===== config.mk =====
export PLATFORM = sky130hd
export DESIGN_NAME = transmit_blanking_sample_marker
export DESIGN_NICKNAME = d
export VERILOG_FILES = /design/src/design/tbsm_pkg.sv /design/src/design/transmit_blanking_sample_marker.sv
export SDC_FILE = /design/constraint.sdc
export NUM_CORES = 1
export LEC_CHECK = 0
export BUFFER_PORTS_ARGS = -buffer_cell sky130_fd_sc_hd__buf_2
export CAP_MARGIN = 25
export CORE_MARGIN = 1
export CORE_UTILIZATION = 38
export CTS_CLUSTER_SIZE = 20
export DETAILED_ROUTE_END_ITERATION = 12
export MAX_ROUTING_LAYER = met4
export RECOVER_POWER = 100
export SLEW_MARGIN = 20
export SYNTH_ARGS = -nofsm -noshare
export SYNTH_HDL_FRONTEND = slang
export SYNTH_SLANG_ARGS = --single-unit

===== constraint.sdc =====
create_clock -name clock -period 13.14 [get_ports clock]
set_input_delay 2.628 -clock clock [delete_from_list [all_inputs] [get_ports clock]]
set_output_delay 2.628 -clock clock [all_outputs]
set_load 0.01 [all_outputs]

===== src/design/tbsm_pkg.sv =====
`timescale 1ns / 1ps

package tbsm_pkg;

   localparam int TIME_W            = 25;
   localparam int STIME_W           = TIME_W + 1;
   localparam int SAMPLE_W          = 16;
   localparam int COUNT_W           = 10;
   localparam int SPACING_W         = 16;
   localparam int LEN_W             = 10;
   localparam int POS_W             = 8;
   localparam int CSR_INDEX_W       = 2;
   localparam int CSR_DATA_W        = 16;
   localparam int MAX_BAD_PER_PULSE = 64;
   localparam int RX_ON_DELAY       = 100;

   localparam logic [SAMPLE_W-1:0]  MAX_SAMPLE_NUM = '1;
   localparam logic [COUNT_W-1:0]   MAX_BAD_COUNT  = '1;

   localparam logic [15:0] FIRST_RANGE_LAG_RST = 16'd1200;
   localparam logic [15:0] SAMPLE_SPACING_RST  = 16'd300;
   localparam logic [15:0] PULSE_INCREMENT_RST = 16'd2400;
   localparam logic [9:0]  PULSE_LENGTH_RST    = 10'd300;

   typedef enum logic [CSR_INDEX_W-1:0] {
      CSR_FIRST_RANGE_LAG = 2'd0,
      CSR_SAMPLE_SPACING  = 2'd1,
      CSR_PULSE_INCREMENT = 2'd2,
      CSR_PULSE_LENGTH    = 2'd3
   } csr_index_type;

   typedef struct packed {
      logic [POS_W-1:0] pulse_position;
      logic             first_of_sequence;
      logic             end_of_sequence;
   } tbsm_req_type;

   typedef struct packed {
      logic [SAMPLE_W-1:0] bad_sample;
      logic                bad_valid;
      logic [COUNT_W-1:0]  bad_total;
      logic                last_of_pulse;
      logic                sequence_done;
   } tbsm_rsp_type;

endpackage


===== src/design/transmit_blanking_sample_marker.sv =====
`timescale 1ns / 1ps

// Channel    Direction  Payload                      Handshake
// req_       in         tbsm_req_type (one pulse)    req_valid / req_ready
// rsp_       out        tbsm_rsp_type (one result)   rsp_valid / rsp_ready
// csr_       in         csr_index, csr_data          csr_valid / csr_ready (always ready)
//
// A pulse runs setup in S_CALC and S_PREP, then up to two passes of a shared
// 25-step restoring divider (advance to window start, then window size), then
// one result per cycle while rsp_ is not stalled; one pulse at a time.
// Reset is synchronous; it loads the register defaults and a fresh sequence.
// A stalled rsp_ holds the result register and the block waits to emit more.

module transmit_blanking_sample_marker
   import tbsm_pkg::*;
#(
   parameter int MAX_BAD = MAX_BAD_PER_PULSE
) (
   input  logic                   clock,
   input  logic                   reset,
   input  logic                   req_valid,
   output logic                   req_ready,
   input  tbsm_req_type           req_data,
   output logic                   rsp_valid,
   input  logic                   rsp_ready,
   output tbsm_rsp_type           rsp_data,
   input  logic                   csr_valid,
   output logic                   csr_ready,
   input  logic [CSR_INDEX_W-1:0] csr_index,
   input  logic [CSR_DATA_W-1:0]  csr_data
);

   localparam int LEFT_W = $clog2(MAX_BAD + 1);
   localparam int CNT_W  = $clog2(TIME_W);

   typedef enum logic [5:0] {
      S_IDLE = 6'b000001,
      S_CALC = 6'b000010,
      S_PREP = 6'b000100,
      S_DIV  = 6'b001000,
      S_POST = 6'b010000,
      S_EMIT = 6'b100000
   } state_type;

   function automatic logic [SAMPLE_W-1:0] sat_add(input logic [SAMPLE_W-1:0] a,
                                                  input logic [STIME_W-1:0]  b);
      logic [STIME_W:0] s;
      s = (STIME_W+1)'(a) + (STIME_W+1)'(b);
      return (s > (STIME_W+1)'(MAX_SAMPLE_NUM)) ? MAX_SAMPLE_NUM : s[SAMPLE_W-1:0];
   endfunction

   state_type                  state_ff, state_in;
   logic [15:0]                frl_ff, frl_in;
   logic [SPACING_W-1:0]       sp_ff, sp_in;
   logic [15:0]                inc_ff, inc_in;
   logic [LEN_W-1:0]           len_ff, len_in;
   logic [TIME_W-1:0]          stime_ff, stime_in;
   logic [SAMPLE_W-1:0]        snum_ff, snum_in;
   logic [COUNT_W-1:0]         bad_ff, bad_in;
   logic [POS_W-1:0]           pos_ff, pos_in;
   logic                       eos_ff, eos_in;
   logic signed [STIME_W-1:0]  t1_ff, t1_in;
   logic signed [STIME_W-1:0]  t2_ff, t2_in;
   logic                       mode_ff, mode_in;
   logic [TIME_W-1:0]          dvd_ff, dvd_in;
   logic [SPACING_W-1:0]       rem_ff, rem_in;
   logic [CNT_W-1:0]           cnt_ff, cnt_in;
   logic [SAMPLE_W-1:0]        idx_ff, idx_in;
   logic [LEFT_W-1:0]          left_ff, left_in;
   logic                       rsp_valid_ff, rsp_valid_in;
   tbsm_rsp_type               rsp_data_ff, rsp_data_in;

   logic [SPACING_W-1:0]       sp_eff;
   logic signed [STIME_W-1:0]  ts_s;
   logic [23:0]                prod;
   logic [LEN_W+1:0]           len3;
   logic [SPACING_W:0]         trial_hi;
   logic [SPACING_W:0]         trial;
   logic                       rem_nz;
   logic [STIME_W-1:0]         qplus;
   logic                       slot_free;
   logic [COUNT_W-1:0]         bad_next;

   assign req_ready = (state_ff == S_IDLE);
   assign csr_ready = 1'b1;
   assign rsp_valid = rsp_valid_ff;
   assign rsp_data  = rsp_data_ff;

   assign sp_eff    = (sp_ff == '0) ? SPACING_W'(1) : sp_ff;
   assign ts_s      = $signed({1'b0, stime_ff});
   assign prod      = 24'(pos_ff) * 24'(inc_ff);
   assign len3      = {2'b00, len_ff} + {1'b0, len_ff, 1'b0};
   assign trial_hi  = {rem_ff, dvd_ff[TIME_W-1]};
   assign trial     = trial_hi - {1'b0, sp_eff};
   assign rem_nz    = (rem_ff != '0);
   assign qplus     = {1'b0, dvd_ff} + STIME_W'(rem_nz);
   assign slot_free = !rsp_valid_ff || rsp_ready;
   assign bad_next  = (bad_ff == MAX_BAD_COUNT) ? bad_ff : bad_ff + COUNT_W'(1);

   always_comb begin
      state_in     = state_ff;
      frl_in       = frl_ff;
      sp_in        = sp_ff;
      inc_in       = inc_ff;
      len_in       = len_ff;
      stime_in     = stime_ff;
      snum_in      = snum_ff;
      bad_in       = bad_ff;
      pos_in       = pos_ff;
      eos_in       = eos_ff;
      t1_in        = t1_ff;
      t2_in        = t2_ff;
      mode_in      = mode_ff;
      dvd_in       = dvd_ff;
      rem_in       = rem_ff;
      cnt_in       = cnt_ff;
      idx_in       = idx_ff;
      left_in      = left_ff;
      rsp_valid_in = rsp_valid_ff && !rsp_ready;
      rsp_data_in  = rsp_data_ff;

      if (csr_valid) begin
         unique case (csr_index_type'(csr_index))
            CSR_FIRST_RANGE_LAG: frl_in = csr_data;
            CSR_SAMPLE_SPACING:  sp_in  = csr_data;
            CSR_PULSE_INCREMENT: inc_in = csr_data;
            CSR_PULSE_LENGTH:    len_in = csr_data[LEN_W-1:0];
            default:             frl_in = frl_ff;
         endcase
      end

      unique case (state_ff)
         S_IDLE: begin
            if (req_valid) begin
               pos_in = req_data.pulse_position;
               eos_in = req_data.end_of_sequence;
               if (req_data.first_of_sequence) begin
                  stime_in = TIME_W'(frl_ff);
                  snum_in  = '0;
                  bad_in   = '0;
               end
               state_in = S_CALC;
            end
         end
         S_CALC: begin
            t1_in    = $signed({2'b00, prod}) - $signed(STIME_W'(len_ff[LEN_W-1:1]));
            t2_in    = $signed({2'b00, prod}) - $signed(STIME_W'(len_ff[LEN_W-1:1]))
                       + $signed(STIME_W'(len3[LEN_W+1:1]))
                       + $signed(STIME_W'(RX_ON_DELAY));
            state_in = S_PREP;
         end
         S_PREP: begin
            rem_in = '0;
            cnt_in = '0;
            if (ts_s < t1_ff) begin
               mode_in  = 1'b0;
               dvd_in   = TIME_W'(t1_ff - ts_s);
               state_in = S_DIV;
            end else if (ts_s <= t2_ff) begin
               mode_in  = 1'b1;
               dvd_in   = TIME_W'(t2_ff - ts_s);
               state_in = S_DIV;
            end else begin
               left_in  = '0;
               state_in = S_EMIT;
            end
         end
         S_DIV: begin
            if (trial_hi >= {1'b0, sp_eff}) begin
               rem_in = trial[SPACING_W-1:0];
               dvd_in = {dvd_ff[TIME_W-2:0], 1'b1};
            end else begin
               rem_in = trial_hi[SPACING_W-1:0];
               dvd_in = {dvd_ff[TIME_W-2:0], 1'b0};
            end
            cnt_in = cnt_ff + CNT_W'(1);
            if (cnt_ff == CNT_W'(TIME_W - 1)) begin
               state_in = S_POST;
            end
         end
         S_POST: begin
            if (!mode_ff) begin
               stime_in = TIME_W'(t1_ff) + (rem_nz ? TIME_W'(sp_eff - rem_ff) : '0);
               snum_in  = sat_add(snum_ff, qplus);
               state_in = S_PREP;
            end else begin
               stime_in = TIME_W'(t2_ff) + TIME_W'(sp_eff) - TIME_W'(rem_ff);
               snum_in  = sat_add(snum_ff, {1'b0, dvd_ff} + STIME_W'(1));
               idx_in   = snum_ff;
               left_in  = ({1'b0, dvd_ff} + STIME_W'(1) > STIME_W'(MAX_BAD))
                          ? LEFT_W'(MAX_BAD) : LEFT_W'(dvd_ff + TIME_W'(1));
               state_in = S_EMIT;
            end
         end
         S_EMIT: begin
            if (slot_free) begin
               rsp_valid_in = 1'b1;
               if (left_ff == '0) begin
                  rsp_data_in.bad_sample    = '0;
                  rsp_data_in.bad_valid     = 1'b0;
                  rsp_data_in.bad_total     = bad_ff;
                  rsp_data_in.last_of_pulse = 1'b1;
                  rsp_data_in.sequence_done = eos_ff;
                  state_in                  = S_IDLE;
               end else begin
                  bad_in                    = bad_next;
                  rsp_data_in.bad_sample    = idx_ff;
                  rsp_data_in.bad_valid     = 1'b1;
                  rsp_data_in.bad_total     = bad_next;
                  rsp_data_in.last_of_pulse = (left_ff == LEFT_W'(1));
                  rsp_data_in.sequence_done = (left_ff == LEFT_W'(1)) && eos_ff;
                  idx_in  = (idx_ff == MAX_SAMPLE_NUM) ? idx_ff : idx_ff + SAMPLE_W'(1);
                  left_in = left_ff - LEFT_W'(1);
                  if (left_ff == LEFT_W'(1)) begin
                     state_in = S_IDLE;
                  end
               end
            end
         end
         default: state_in = S_IDLE;
      endcase
   end

   always_ff @(posedge clock) begin
      if (reset) begin
         state_ff     <= S_IDLE;
         frl_ff       <= FIRST_RANGE_LAG_RST;
         sp_ff        <= SAMPLE_SPACING_RST;
         inc_ff       <= PULSE_INCREMENT_RST;
         len_ff       <= PULSE_LENGTH_RST;
         stime_ff     <= TIME_W'(FIRST_RANGE_LAG_RST);
         snum_ff      <= '0;
         bad_ff       <= '0;
         rsp_valid_ff <= 1'b0;
      end else begin
         state_ff     <= state_in;
         frl_ff       <= frl_in;
         sp_ff        <= sp_in;
         inc_ff       <= inc_in;
         len_ff       <= len_in;
         stime_ff     <= stime_in;
         snum_ff      <= snum_in;
         bad_ff       <= bad_in;
         rsp_valid_ff <= rsp_valid_in;
      end
   end

   always_ff @(posedge clock) begin
      pos_ff      <= pos_in;
      eos_ff      <= eos_in;
      t1_ff       <= t1_in;
      t2_ff       <= t2_in;
      mode_ff     <= mode_in;
      dvd_ff      <= dvd_in;
      rem_ff      <= rem_in;
      cnt_ff      <= cnt_in;
      idx_ff      <= idx_in;
      left_ff     <= left_in;
      rsp_data_ff <= rsp_data_in;
   end

endmodule


* After elaboration in Yosys (flattened, before gate mapping) *
Index checks and enable logic that the tools add are counted.

operators by class
  magnitude comparators = 6
  $add $sub $neg = 20
  multipliers = 1
  muxes and demuxes = 50
  reductions and logical operators = 28
  eq/ne operators = 24

operators by type and width
  cell                     count
  $mux W16                 11
  $mux W25                 6
  $pmux W25 S2             2
  $pmux W16 S2             3
  $add A16 B26 Y27         2
  $gt A27 B16 Y1 const B   2
  $mux W10                 5
  $sub A25 B25 Y25         2
  $mux W6                  8
  $mux W7                  6
  $pmux W6 S6              1
  $add A25 B1 Y26          1
  $add A25 B1 Y26 const B  1
  $add A25 B12 Y26         1
  $add A26 B8 Y26 const B  1
  $gt A26 B7 Y1 const B    1
  $le A26 B26 Y1           1
  $lt A26 B25 Y1           1
  $add A25 B16 Y25         1
  $add A25 B25 Y25         1
  $sub A24 B9 Y25          1
  $sub A25 B16 Y25         1
  $mul A8 B16 Y24          1
  $pmux W7 S3              1
  other kinds (42)         68

word-level totals
  logic and storage cells = 153
  register bits = 275

* Logic depth before layout (Yosys ltp) *
Gate-level depths: netlist (run 1).

  depth after elaboration = 7
  depth in mapped cells = 25
  gate-level depth less buffers = 25

* Worst setup path after synthesis (run 1) *
Ideal clock, no wire load.

  path kind = flip-flop to flip-flop
  start = register pos_ff[2]
  end = register t2_ff[16] (data pin)
  slack = 7.092 ns
  buffers on the path = 1
  data arrival time = 5.783 ns
  period minus slack after synthesis = 6.048 ns
  cell stages (with the launch flop) = 24
  setup time = 0.265 ns
  required time = 12.875 ns
  cell sequence = edfxtp_1 > clkbuf_1 > nand2_1 > fa_1 > inv_1 > fa_1 > fa_1 > inv_1 > fa_1 > inv_1 > ha_1 > o21ai_0 > nand2b_1 > a31oi_1 > xnor2_1 > ha_1 > ha_1 > nand3_1 > nand2_1 > a41o_1 > o41ai_1 > and3b_1 > and3_1 > xor2_1

between the ends
  longest elaborated chain between the ends = 4

ends and longest elaborated chain
  element                   line                                    RTL
  start: declaration        transmit_blanking_sample_marker.sv:60   logic [POS_W-1:0] pos_ff, pos_in;
  start signal: assignment  transmit_blanking_sample_marker.sv:249  pos_ff <= pos_in;
  $mul A8 B16 Y24           transmit_blanking_sample_marker.sv:91   assign prod = 24'(pos_ff) * 24'(inc_ff);
  $sub A24 B9 Y25           transmit_blanking_sample_marker.sv:147  t2_in = $signed({2'b00, prod}) - $signed(STIME_W'(len_ff[LEN_W-1:1]))
  $add A25 B12 Y26          transmit_blanking_sample_marker.sv:148  + $signed(STIME_W'(len3[LEN_W+1:1]))
  $add A26 B8 Y26           transmit_blanking_sample_marker.sv:149  + $signed(STIME_W'(RX_ON_DELAY));
  end signal: assignment    transmit_blanking_sample_marker.sv:252  t2_ff <= t2_in;
  end: declaration          transmit_blanking_sample_marker.sv:63   logic signed [STIME_W-1:0] t2_ff, t2_in;

Every way passes these cells.
A chain may end at the register's enable or synchronous reset.

==> impl_metrics.json, run 1 <==
{
  "status": "finished with violations",
  "failed_checks": "capacitance limit, slew limit",
  "min_from": "len_ff[0]",
  "drive_gt1_frac": 0.0393,
  "grt_use_met3": 0.0280,
  "combPwrFrac": 0.503,
  "synth_top_cell_by_area": "edfxtp_1",
  "crit_slowest_cell": "clkbuf_1",
  "maxCapViolCount": 8,
  "crit_start": "reset",
  "drt_iter0_markers": 1612,
  "gr-total-overflow": 0,
  "end_kind": "register",
  "skew_ns": 0.0143,
  "final_antenna_net_count": 0,
  "cts_tree": "built",
  "core-area_um2": 68700,
  "path_class": "input port to register",
  "ys.flop_type": "edfxtp_1",
  "wl_um": 72600,
  "synth_edf_count": 159,
  "slowest_delay_ns": 2.30,
  "swShare": 0.405,
  "ir_drop_mv": 0.122,
  "ys_warn_count": 0,
  "clkLatencyLatePin_ns": 0.56,
  "syn_inst": 3159,
  "synth_area_leaders": "edfxtp_1, ha_1, fa_1",
  "die_area_um2": 70700,
  "areaGrowthSynthToFinish_pct": 8.42,
  "ctsResizeCount": 0,
  "fp.dieH_um": 266,
  "rsz0062_at_grt": "false",
  "use_met2": 0.345,
  "async_reset_ff_frac": 0,
  "grt_pass1_wl_um": 114000,
  "post-route-period-util": 0.556,
  "leakage_nw": 12.5,
  "root_buffer": "clkbuf_16",
  "placementRows": 96,
  "ys_ff_latch": 275,
  "required_ns": 13.56,
  "place_area_um2": 27700,
  "cts_max_level": 2,
  "synth_cell_type_count": 81,
  "nets": 3591,
  "startpoint_type": "input port",
  "wl_per_cell_um": 17.6,
  "postLayoutCellArea_um2": 28700,
  "dr.pass1.iters": 6,
  "fin_setup_tns_ns": 0,
  "cts_setup_buffers": 0,
  "seq_area_frac_synth": 0.268,
  "fin_crit_ns": 7.31,
  "arrival_ns": 7.73,
  "pwr-share-seq": 0.267,
  "hold_violations": 0,
  "slew_viol_final": 296,
  "ctsHoldBuffers": 0,
  "gp_congestion": 0.973,
  "cp_max_fo": 59,
  "clock.fmax_mhz": 137,
  "clkPwrFrac": 0.231,
  "drc": 0,
  "antenna_found_initial": 1,
  "setup_viol": 0,
  "dieWidth_um": 266,
  "power_per_cell_area_nw_per_um2": 151,
  "hp-class": "register to register",
  "busiest_layer": "met2",
  "clock-sinks": 275,
  "synth_top_area_share": 0.180,
  "tightest_slew_ns": 3.17,
  "grt_start_max_net_pins": 60,
  "power.internal_mw": 2.57,
  "max_slew_margin": -1.11,
  "yosys-top-cells-count": "nand2_1, inv_1, ha_1, a21oi_1, nor2_1",
  "vias_per_cell": 5.32,
  "cts_inserted_buffers": 36,
  "mappedNetlistArea_um2": 26500,
  "yosysMostFrequentCell": "nand2_1",
  "start_util": 0.385,
  "clockBufferDepth": 3,
  "crit_top_cell": "clkbuf_1",
  "io_pins": 65,
  "clk_pin_slew_worst_paths_ns": 0.06,
  "gr-usage-met1": 0.270,
  "grt_pass1_vias": 21196,
  "vias": 21897,
  "avgSynthCellArea_um2": 8.38,
  "synth_nets": 3596,
  "p_sw_mw": 1.75,
  "port_buffers": 63,
  "grt_usage": 0.210,
  "dp_hpwl_um": 57600,
  "reg2reg_from": "t1_ff[11]",
  "path_cells": "clkbuf_1 > clkbuf_1 > inv_1 > clkbuf_1 > nand2_1 > o21ai_0"
}
critical path: cells and delay by family:
kind | cells | cell delay (ns)
AOI/OAI and AO/OA | 1 | 0.13
buffers and inverters | 4 | 4.49
and+or+nand+nor | 1 | 0.44
layout by cell type (no fill, tap or decap), types with 21 or more instances in the layout:
master	count
o211ai_1	21
nand2b_1	23
o21a_1	31
a31oi_1	24
a211oi_1	38
ha_1	287
clkbuf_16	39
mux2i_1	22
buf_2	29
and2_1	62
inv_1	363
xnor2_1	113
nor2b_1	23
nand2_1	400
edfxtp_1	159
a21o_1	67
a21oi_1	214
xor2_1	81
clkbuf_1	54
and3_1	39
nand4_1	31
fa_1	117
dfxtp_1	116
o21ai_0	186
nor2_1	204
nand3_1	72
nor3_1	63
registers in the layout, indices dropped and copies added, names as in the netlist:
signal	count
bad_ff	10
cnt_ff	5
dvd_ff	25
eos_ff	1
frl_ff	16
idx_ff	16
inc_ff	16
left_ff	7
len_ff	10
mode_ff	1
pos_ff	8
rem_ff	16
rsp_data	29
rsp_valid	1
snum_ff	16
sp_ff	16
state_ff	6
stime_ff	25
t1_ff	25
t2_ff	26
metrics by stage:
stage               power, mW   util  worst slack [ns]  hold WS (ns)  std cells
floorplan                2.87      -              7.09         0.436       3159
detailed placement       3.34  0.402              6.43         0.455       4047
CTS                      4.35  0.420              6.41         0.462       4112
global route             4.69  0.418              5.38         0.486       4112
global placement         3.33  0.402              6.54         0.451       4046
finish                   4.32  0.418              5.83         0.462       4113
worst paths after layout:
check                                  end  slack (ns)  cells past startpoint
worst min register to register   len_ff[0]        0.46                      2
worst min-delay path             len_ff[0]        0.46                      2
worst max register to register  dvd_ff[20]        6.07                     25
worst max-delay path            snum_ff[7]        5.83                      6
power groups by stage:
| stage | sequential (mW) | clock, mW | combinational [mW] |
|---|---|---|---|
| final | 1.15 | 0.997 | 2.17 |
| after global routing | 1.16 | 1.05 | 2.49 |
| after CTS | 1.15 | 1.01 | 2.19 |
| after detailed placement | 1.17 | 0 | 2.17 |
| after global placement | 1.17 | 0 | 2.16 |
| after floorplan | 1.13 | 0 | 1.75 |
layer usage:
layer	share of wire	up-vias
met3	0.049	97
met5	0	-
li1	-	10956
met4	0.024	0
met2	0.47	475
met1	0.46	10369
cells by family after synthesis:
| logic type | count (synthesis) | share of synthesized area |
|---|---|---|
| AND/OR/NAND/NOR | 1040 | 0.188 |
| AO/OA/AOI/OAI | 728 | 0.174 |
| buffers and inverters | 489 | 0.0704 |
| adder cells (fa/ha/maj) | 404 | 0.224 |
| flip-flops | 275 | 0.268 |
| XOR/XNOR | 194 | 0.0642 |
| multiplexers | 28 | 0.0109 |
| other | 1 | 0.000142 |
area by class of cell:
type                    instances  area (um^2)
fillers                      6996        40000
multi-input cells            2395        17500
flip-flops and latches        275         7100
inverters                     363         1360
well taps                     931         1160
clock buffers                  52         1050
repair buffers                 83          385
clock inverters                13          125
diodes                          1         2.50
(Power assumes the default switching activity.)
==> run 2: changes to the inputs <==
- clock period: 13.14 -> 7.5 ns (I/O delays scaled with it)
==> impl_metrics.json, run 2 (synthesized netlist as in run 1, its figures left out) <==
{
  "status": "finished with violations",
  "failed_checks": "capacitance limit, slew limit",
  "drt_iter0_markers": 1672,
  "gp_congestion": 0.969,
  "hp-class": "register to register",
  "die_area_um2": 70700,
  "end_kind": "register",
  "post-route-period-util": 0.901,
  "antenna_found_initial": 0,
  "clock.fmax_mhz": 148,
  "max_slew_margin": -1.15,
  "nets": 3591,
  "p_sw_mw": 3.09,
  "combPwrFrac": 0.508,
  "root_buffer": "clkbuf_16",
  "path_class": "register to register",
  "drc": 0,
  "fin_crit_ns": 6.76,
  "slowest_delay_ns": 0.61,
  "port_buffers": 63,
  "busiest_layer": "met2",
  "arrival_ns": 7.05,
  "swShare": 0.409,
  "fin_setup_tns_ns": 0,
  "gr-usage-met1": 0.271,
  "wl_um": 72400,
  "ir_drop_mv": 0.242,
  "wl_per_cell_um": 17.6,
  "io_pins": 65,
  "gr-total-overflow": 0,
  "layout_commonest_cell": "nand2_1",
  "final_util": 0.417,
  "core-area_um2": 68700,
  "vias": 21879,
  "setup_viol": 0,
  "cts_tree": "built",
  "tightest_slew_ns": 3.22,
  "clockBufferDepth": 3,
  "rsz0062_at_grt": "false",
  "grt_pass1_vias": 21316,
  "power.internal_mw": 4.45,
  "placementRows": 96,
  "dp_hpwl_um": 57700,
  "cts_max_level": 2,
  "antenna_cells": 0,
  "power_per_cell_area_nw_per_um2": 263,
  "pwr-share-seq": 0.267,
  "total_power_mw": 7.54,
  "dr.pass1.iters": 6,
  "leakage_nw": 12.5,
  "largest_reg_flops": 29,
  "start_util": 0.385,
  "drive_gt1_frac": 0.0406,
  "dieWidth_um": 266,
  "final_antenna_net_count": 0,
  "maxCapViolCount": 6,
  "path_cells": "and2_0 > fa_1 > inv_1 > fa_1 > inv_1 > fa_1 > inv_1 > fa_1 > inv_1 > ha_1 > nor3_1 > o21ai_0 > a31oi_1 > xnor2_1 > ha_1 > ha_1 > nand3_1 > nand2_1 > a41o_1 > o41ai_1 > and3b_1 > and3_1 > xor2_1",
  "clkPwrFrac": 0.225,
  "startpoint_type": "register",
  "slew_viol_final": 215,
  "ctsResizeCount": 0,
  "areaGrowthSynthToFinish_pct": 8.36,
  "cts_setup_buffers": 0,
  "required_ns": 7.79,
  "use_met2": 0.351,
  "cp_max_fo": 16,
  "clkLatencyLatePin_ns": 0.57,
  "crit_slowest_cell": "edfxtp_1",
  "clk_pin_slew_worst_paths_ns": 0.05,
  "fp.dieH_um": 266,
  "grt_usage": 0.211,
  "grt_start_max_net_pins": 60,
  "ctsHoldBuffers": 0,
  "clock-sinks": 275,
  "grt_use_met3": 0.0264,
  "grt_pass1_wl_um": 115000,
  "hold_violations": 0,
  "final_cell_mix": "nand2_1, inv_1, ha_1, a21oi_1, nor2_1",
  "cts_inserted_buffers": 35,
  "vias_per_cell": 5.32,
  "skew_ns": 0.0312
}
run 2: cell type report:
| class | instances | area [um^2] |
|---|---|---|
| Clock inverter | 19 | 216 |
| Tap cell | 931 | 1160 |
| Multi-Input combinational cell | 2395 | 17500 |
| Sequential cell | 275 | 7100 |
| Clock buffer | 45 | 933 |
| Fill cell | 7041 | 40000 |
| Timing Repair Buffer | 84 | 399 |
| Inverter | 363 | 1360 |
run 2: worst paths after layout:
kind                            slack (ns)       from         to  depth (start not counted)
worst min register to register        0.46   sp_ff[0]   sp_ff[0]                          2
worst max-delay path                  0.74  pos_ff[5]  t2_ff[16]                         23
worst min-delay path                  0.46   sp_ff[0]   sp_ff[0]                          2
worst max register to register        0.74  pos_ff[5]  t2_ff[16]                         23
run 2: routing by layer:
metal | routed length [um] | part of all wire | vias up
met4 | 1700 | 0.023 | 0
li1 | - | - | 10954
met3 | 3700 | 0.051 | 103
met5 | 0 | 0 | -
met1 | 32900 | 0.46 | 10323
met2 | 34000 | 0.47 | 499
run 2: power by group through the flow:
stage	Clock [mW]	Sequential, mW	Combinational [mW]
after floorplan	0	1.97	3.06
after global placement	0	2.04	3.79
after detailed placement	0	2.04	3.82
after CTS	1.74	2.01	3.85
after global routing	1.79	2.03	4.38
final	1.70	2.02	3.83
run 2: critical path: cells and delay by family (launching register included):
family | cells | cell delay (ns)
adders and majority gates | 7 | 2.91
AOI/OAI and AO/OA | 4 | 1.32
and+or+nand+nor | 6 | 1.10
DFF | 1 | 0.61
xor gates and xnor gates | 2 | 0.34
buffers and inverters | 4 | 0.19
run 2: stage by stage:
stage | std cells | worst slack, ns | hold WS [ns] | cell area (um^2)
after CTS | 4112 | 0.754 | 0.464 | 28800
after floorplan | 3159 | 1.45 | 0.436 | 26500
after detailed placement | 4048 | 0.767 | 0.456 | 27700
after global routing | 4112 | 0.422 | 0.507 | 28700
final | 4112 | 0.744 | 0.464 | 28700
after global placement | 4047 | 0.909 | 0.450 | 27600
==> run 3: changes to the inputs <==
- ABC_AREA: default -> 1
==> impl_metrics.json, run 3 <==
{
  "final_antenna_net_count": 0,
  "final_util": 0.418,
  "maxCapViolCount": 5,
  "grt_pass1_vias": 24625,
  "dp_hpwl_um": 70800,
  "dieWidth_um": 272,
  "p_sw_mw": 3.33,
  "synth_edf_count": 159,
  "yosysMostFrequentCell": "nand2_1",
  "power.internal_mw": 4.33,
  "clkPwrFrac": 0.235,
  "mappedNetlistArea_um2": 27600,
  "port_buffers": 63,
  "cts_setup_buffers": 0,
  "fp.dieH_um": 272,
  "drt_iter0_markers": 1887,
  "hp-class": "register to register",
  "yosys-top-cells-count": "nand2_1, inv_1, a21oi_1, nor2_1, ha_1",
  "core-area_um2": 71700,
  "seq_area_frac_synth": 0.257,
  "required_ns": 7.83,
  "failed_checks": "capacitance limit, slew limit",
  "arrival_ns": 7.10,
  "io_pins": 65,
  "synth_top_cell_by_area": "edfxtp_1",
  "setup_viol": 0,
  "multi_input_area_um2": 17600,
  "crit_slowest_cell": "edfxtp_1",
  "fin_crit_ns": 6.77,
  "vias": 25138,
  "final.fill_count": 7594,
  "antenna_found_initial": 0,
  "synth_nets": 4240,
  "placementRows": 98,
  "ir_drop_mv": 0.247,
  "dr.pass1.iters": 6,
  "reg2reg_from": "pos_ff[2]",
  "cts_tree": "built",
  "skew_ns": 0.0178,
  "largest_reg_flops": 29,
  "ys_ff_latch": 275,
  "synth_cell_type_count": 64,
  "clockBufferDepth": 3,
  "layout_commonest_cell": "nand2_1",
  "end_kind": "register",
  "clkLatencyLatePin_ns": 0.57,
  "final_cell_mix": "nand2_1, inv_1, a21oi_1, nor2_1, ha_1",
  "start_util": 0.385,
  "grt_pass1_wl_um": 138000,
  "die_area_um2": 73800,
  "tightest_slew_ns": 3.66,
  "regArea_um2": 7100,
  "vias_per_cell": 5.24,
  "cts_inserted_buffers": 38,
  "wl_um": 87500,
  "ys.flop_type": "edfxtp_1",
  "synth_top_area_share": 0.173,
  "fin_setup_tns_ns": 0,
  "leakage_nw": 14.3,
  "grt_usage": 0.244,
  "max_slew_margin": -1.44,
  "rsz0062_at_grt": "false",
  "pwr-share-seq": 0.262,
  "swShare": 0.435,
  "status": "finished with violations",
  "areaGrowthSynthToFinish_pct": 8.62,
  "cts_max_level": 2,
  "antenna_cells": 0,
  "wl_per_cell_um": 18.2,
  "slew_viol_final": 236,
  "avgSynthCellArea_um2": 7.26,
  "cp_max_fo": 16,
  "gp_congestion": 0.996,
  "total_power_mw": 7.67,
  "startpoint_type": "register",
  "layout_setup_ws_ns": 0.730,
  "path_class": "register to register",
  "combPwrFrac": 0.503,
  "post-route-period-util": 0.903,
  "root_buffer": "clkbuf_16",
  "drc": 0,
  "gr-total-overflow": 0,
  "power_per_cell_area_nw_per_um2": 256,
  "clock.fmax_mhz": 148,
  "hold_violations": 0,
  "slowest_delay_ns": 0.68,
  "place_ws_ns": 0.517,
  "syn_inst": 3803,
  "min_from": "bad_ff[3]",
  "clock-sinks": 275,
  "ys_warn_count": 0,
  "nets": 4258,
  "synth_area_leaders": "edfxtp_1, ha_1, nand2_1",
  "clk_pin_slew_worst_paths_ns": 0.06,
  "crit_start": "pos_ff[2]",
  "async_reset_ff_frac": 0,
  "drive_gt1_frac": 0.0543,
  "grt_start_max_net_pins": 78
}
run 3: final timing paths:
check         endpoint  slack [ns]  depth (start not counted)
max          t2_ff[22]        0.73                         25
min          bad_ff[3]        0.48                          2
min reg2reg  bad_ff[3]        0.48                          2
max reg2reg  t2_ff[22]        0.73                         25
run 3: stage by stage:
stage / hold WS [ns] / instances / cell area, um^2
after CTS: 0.484 / 4798 / 30100
after global routing: 0.516 / 4801 / 30000
after floorplan: 0.429 / 3803 / 27600
after global placement: 0.464 / 4728 / 28900
final: 0.483 / 4801 / 30000
after detailed placement: 0.476 / 4728 / 28900
run 3: power groups by stage:
stage	logic, mW	clock network (mW)	registers (mW)
2_1_floorplan	2.99	0	1.96
3_3_place_gp	3.81	0	2.04
3_5_place_dp	3.84	0	2.04
4_1_cts	3.87	1.84	2.01
5_1_grt	4.40	1.89	2.01
6_report	3.86	1.80	2.01
run 3: logic make-up after synthesis:
logic type               count (synthesis)  share of synthesized area
AO/OA/AOI/OAI                          739                      0.149
other                                    1                   0.000136
multiplexers                             2                   0.000770
AND/OR/NAND/NOR                       1488                      0.233
buffers and inverters                  771                      0.106
flip-flops                             275                      0.257
XOR/XNOR                               123                     0.0390
adder cells (fa/ha/maj)                404                      0.215
run 3: final cells by class:
class / instances / area share
clock buffers: 44 / 0.0331
clock inverters: 26 / 0.00751
inverters: 657 / 0.0822
multi-input cells: 2757 / 0.586
flip-flops and latches: 275 / 0.237
well taps: 950 / 0.0396
repair buffers: 92 / 0.0148
run 3: metal layers:
layer	part of all wire	up-vias	track usage	routed length, um
met4	0.042	0	0.0976	3660
li1	-	12516	-	-
met2	0.48	685	0.412	42000
met1	0.43	11769	0.299	37400
met5	0	-	-	0
met3	0.051	168	0.0247	4480
run 3: what timing repair did:
item | 4_1_cts | 5_1_grt
hold buffers | 0 | 0
setup endpoints to repair | 0 | 2
gates resized for setup | 0 | 1
endpoints found under the hold margin | 0 | 0
run 3: worst max-delay path, delay by kind of cell, from the launching register on:
kind	cells	cell delay, ns
DFF	1	0.68
buffers and inverters	5	0.24
xor gates and xnor gates	2	0.35
and+or+nand+nor	8	1.24
AOI/OAI and AO/OA	3	1.01
adders and majority gates	7	3.00
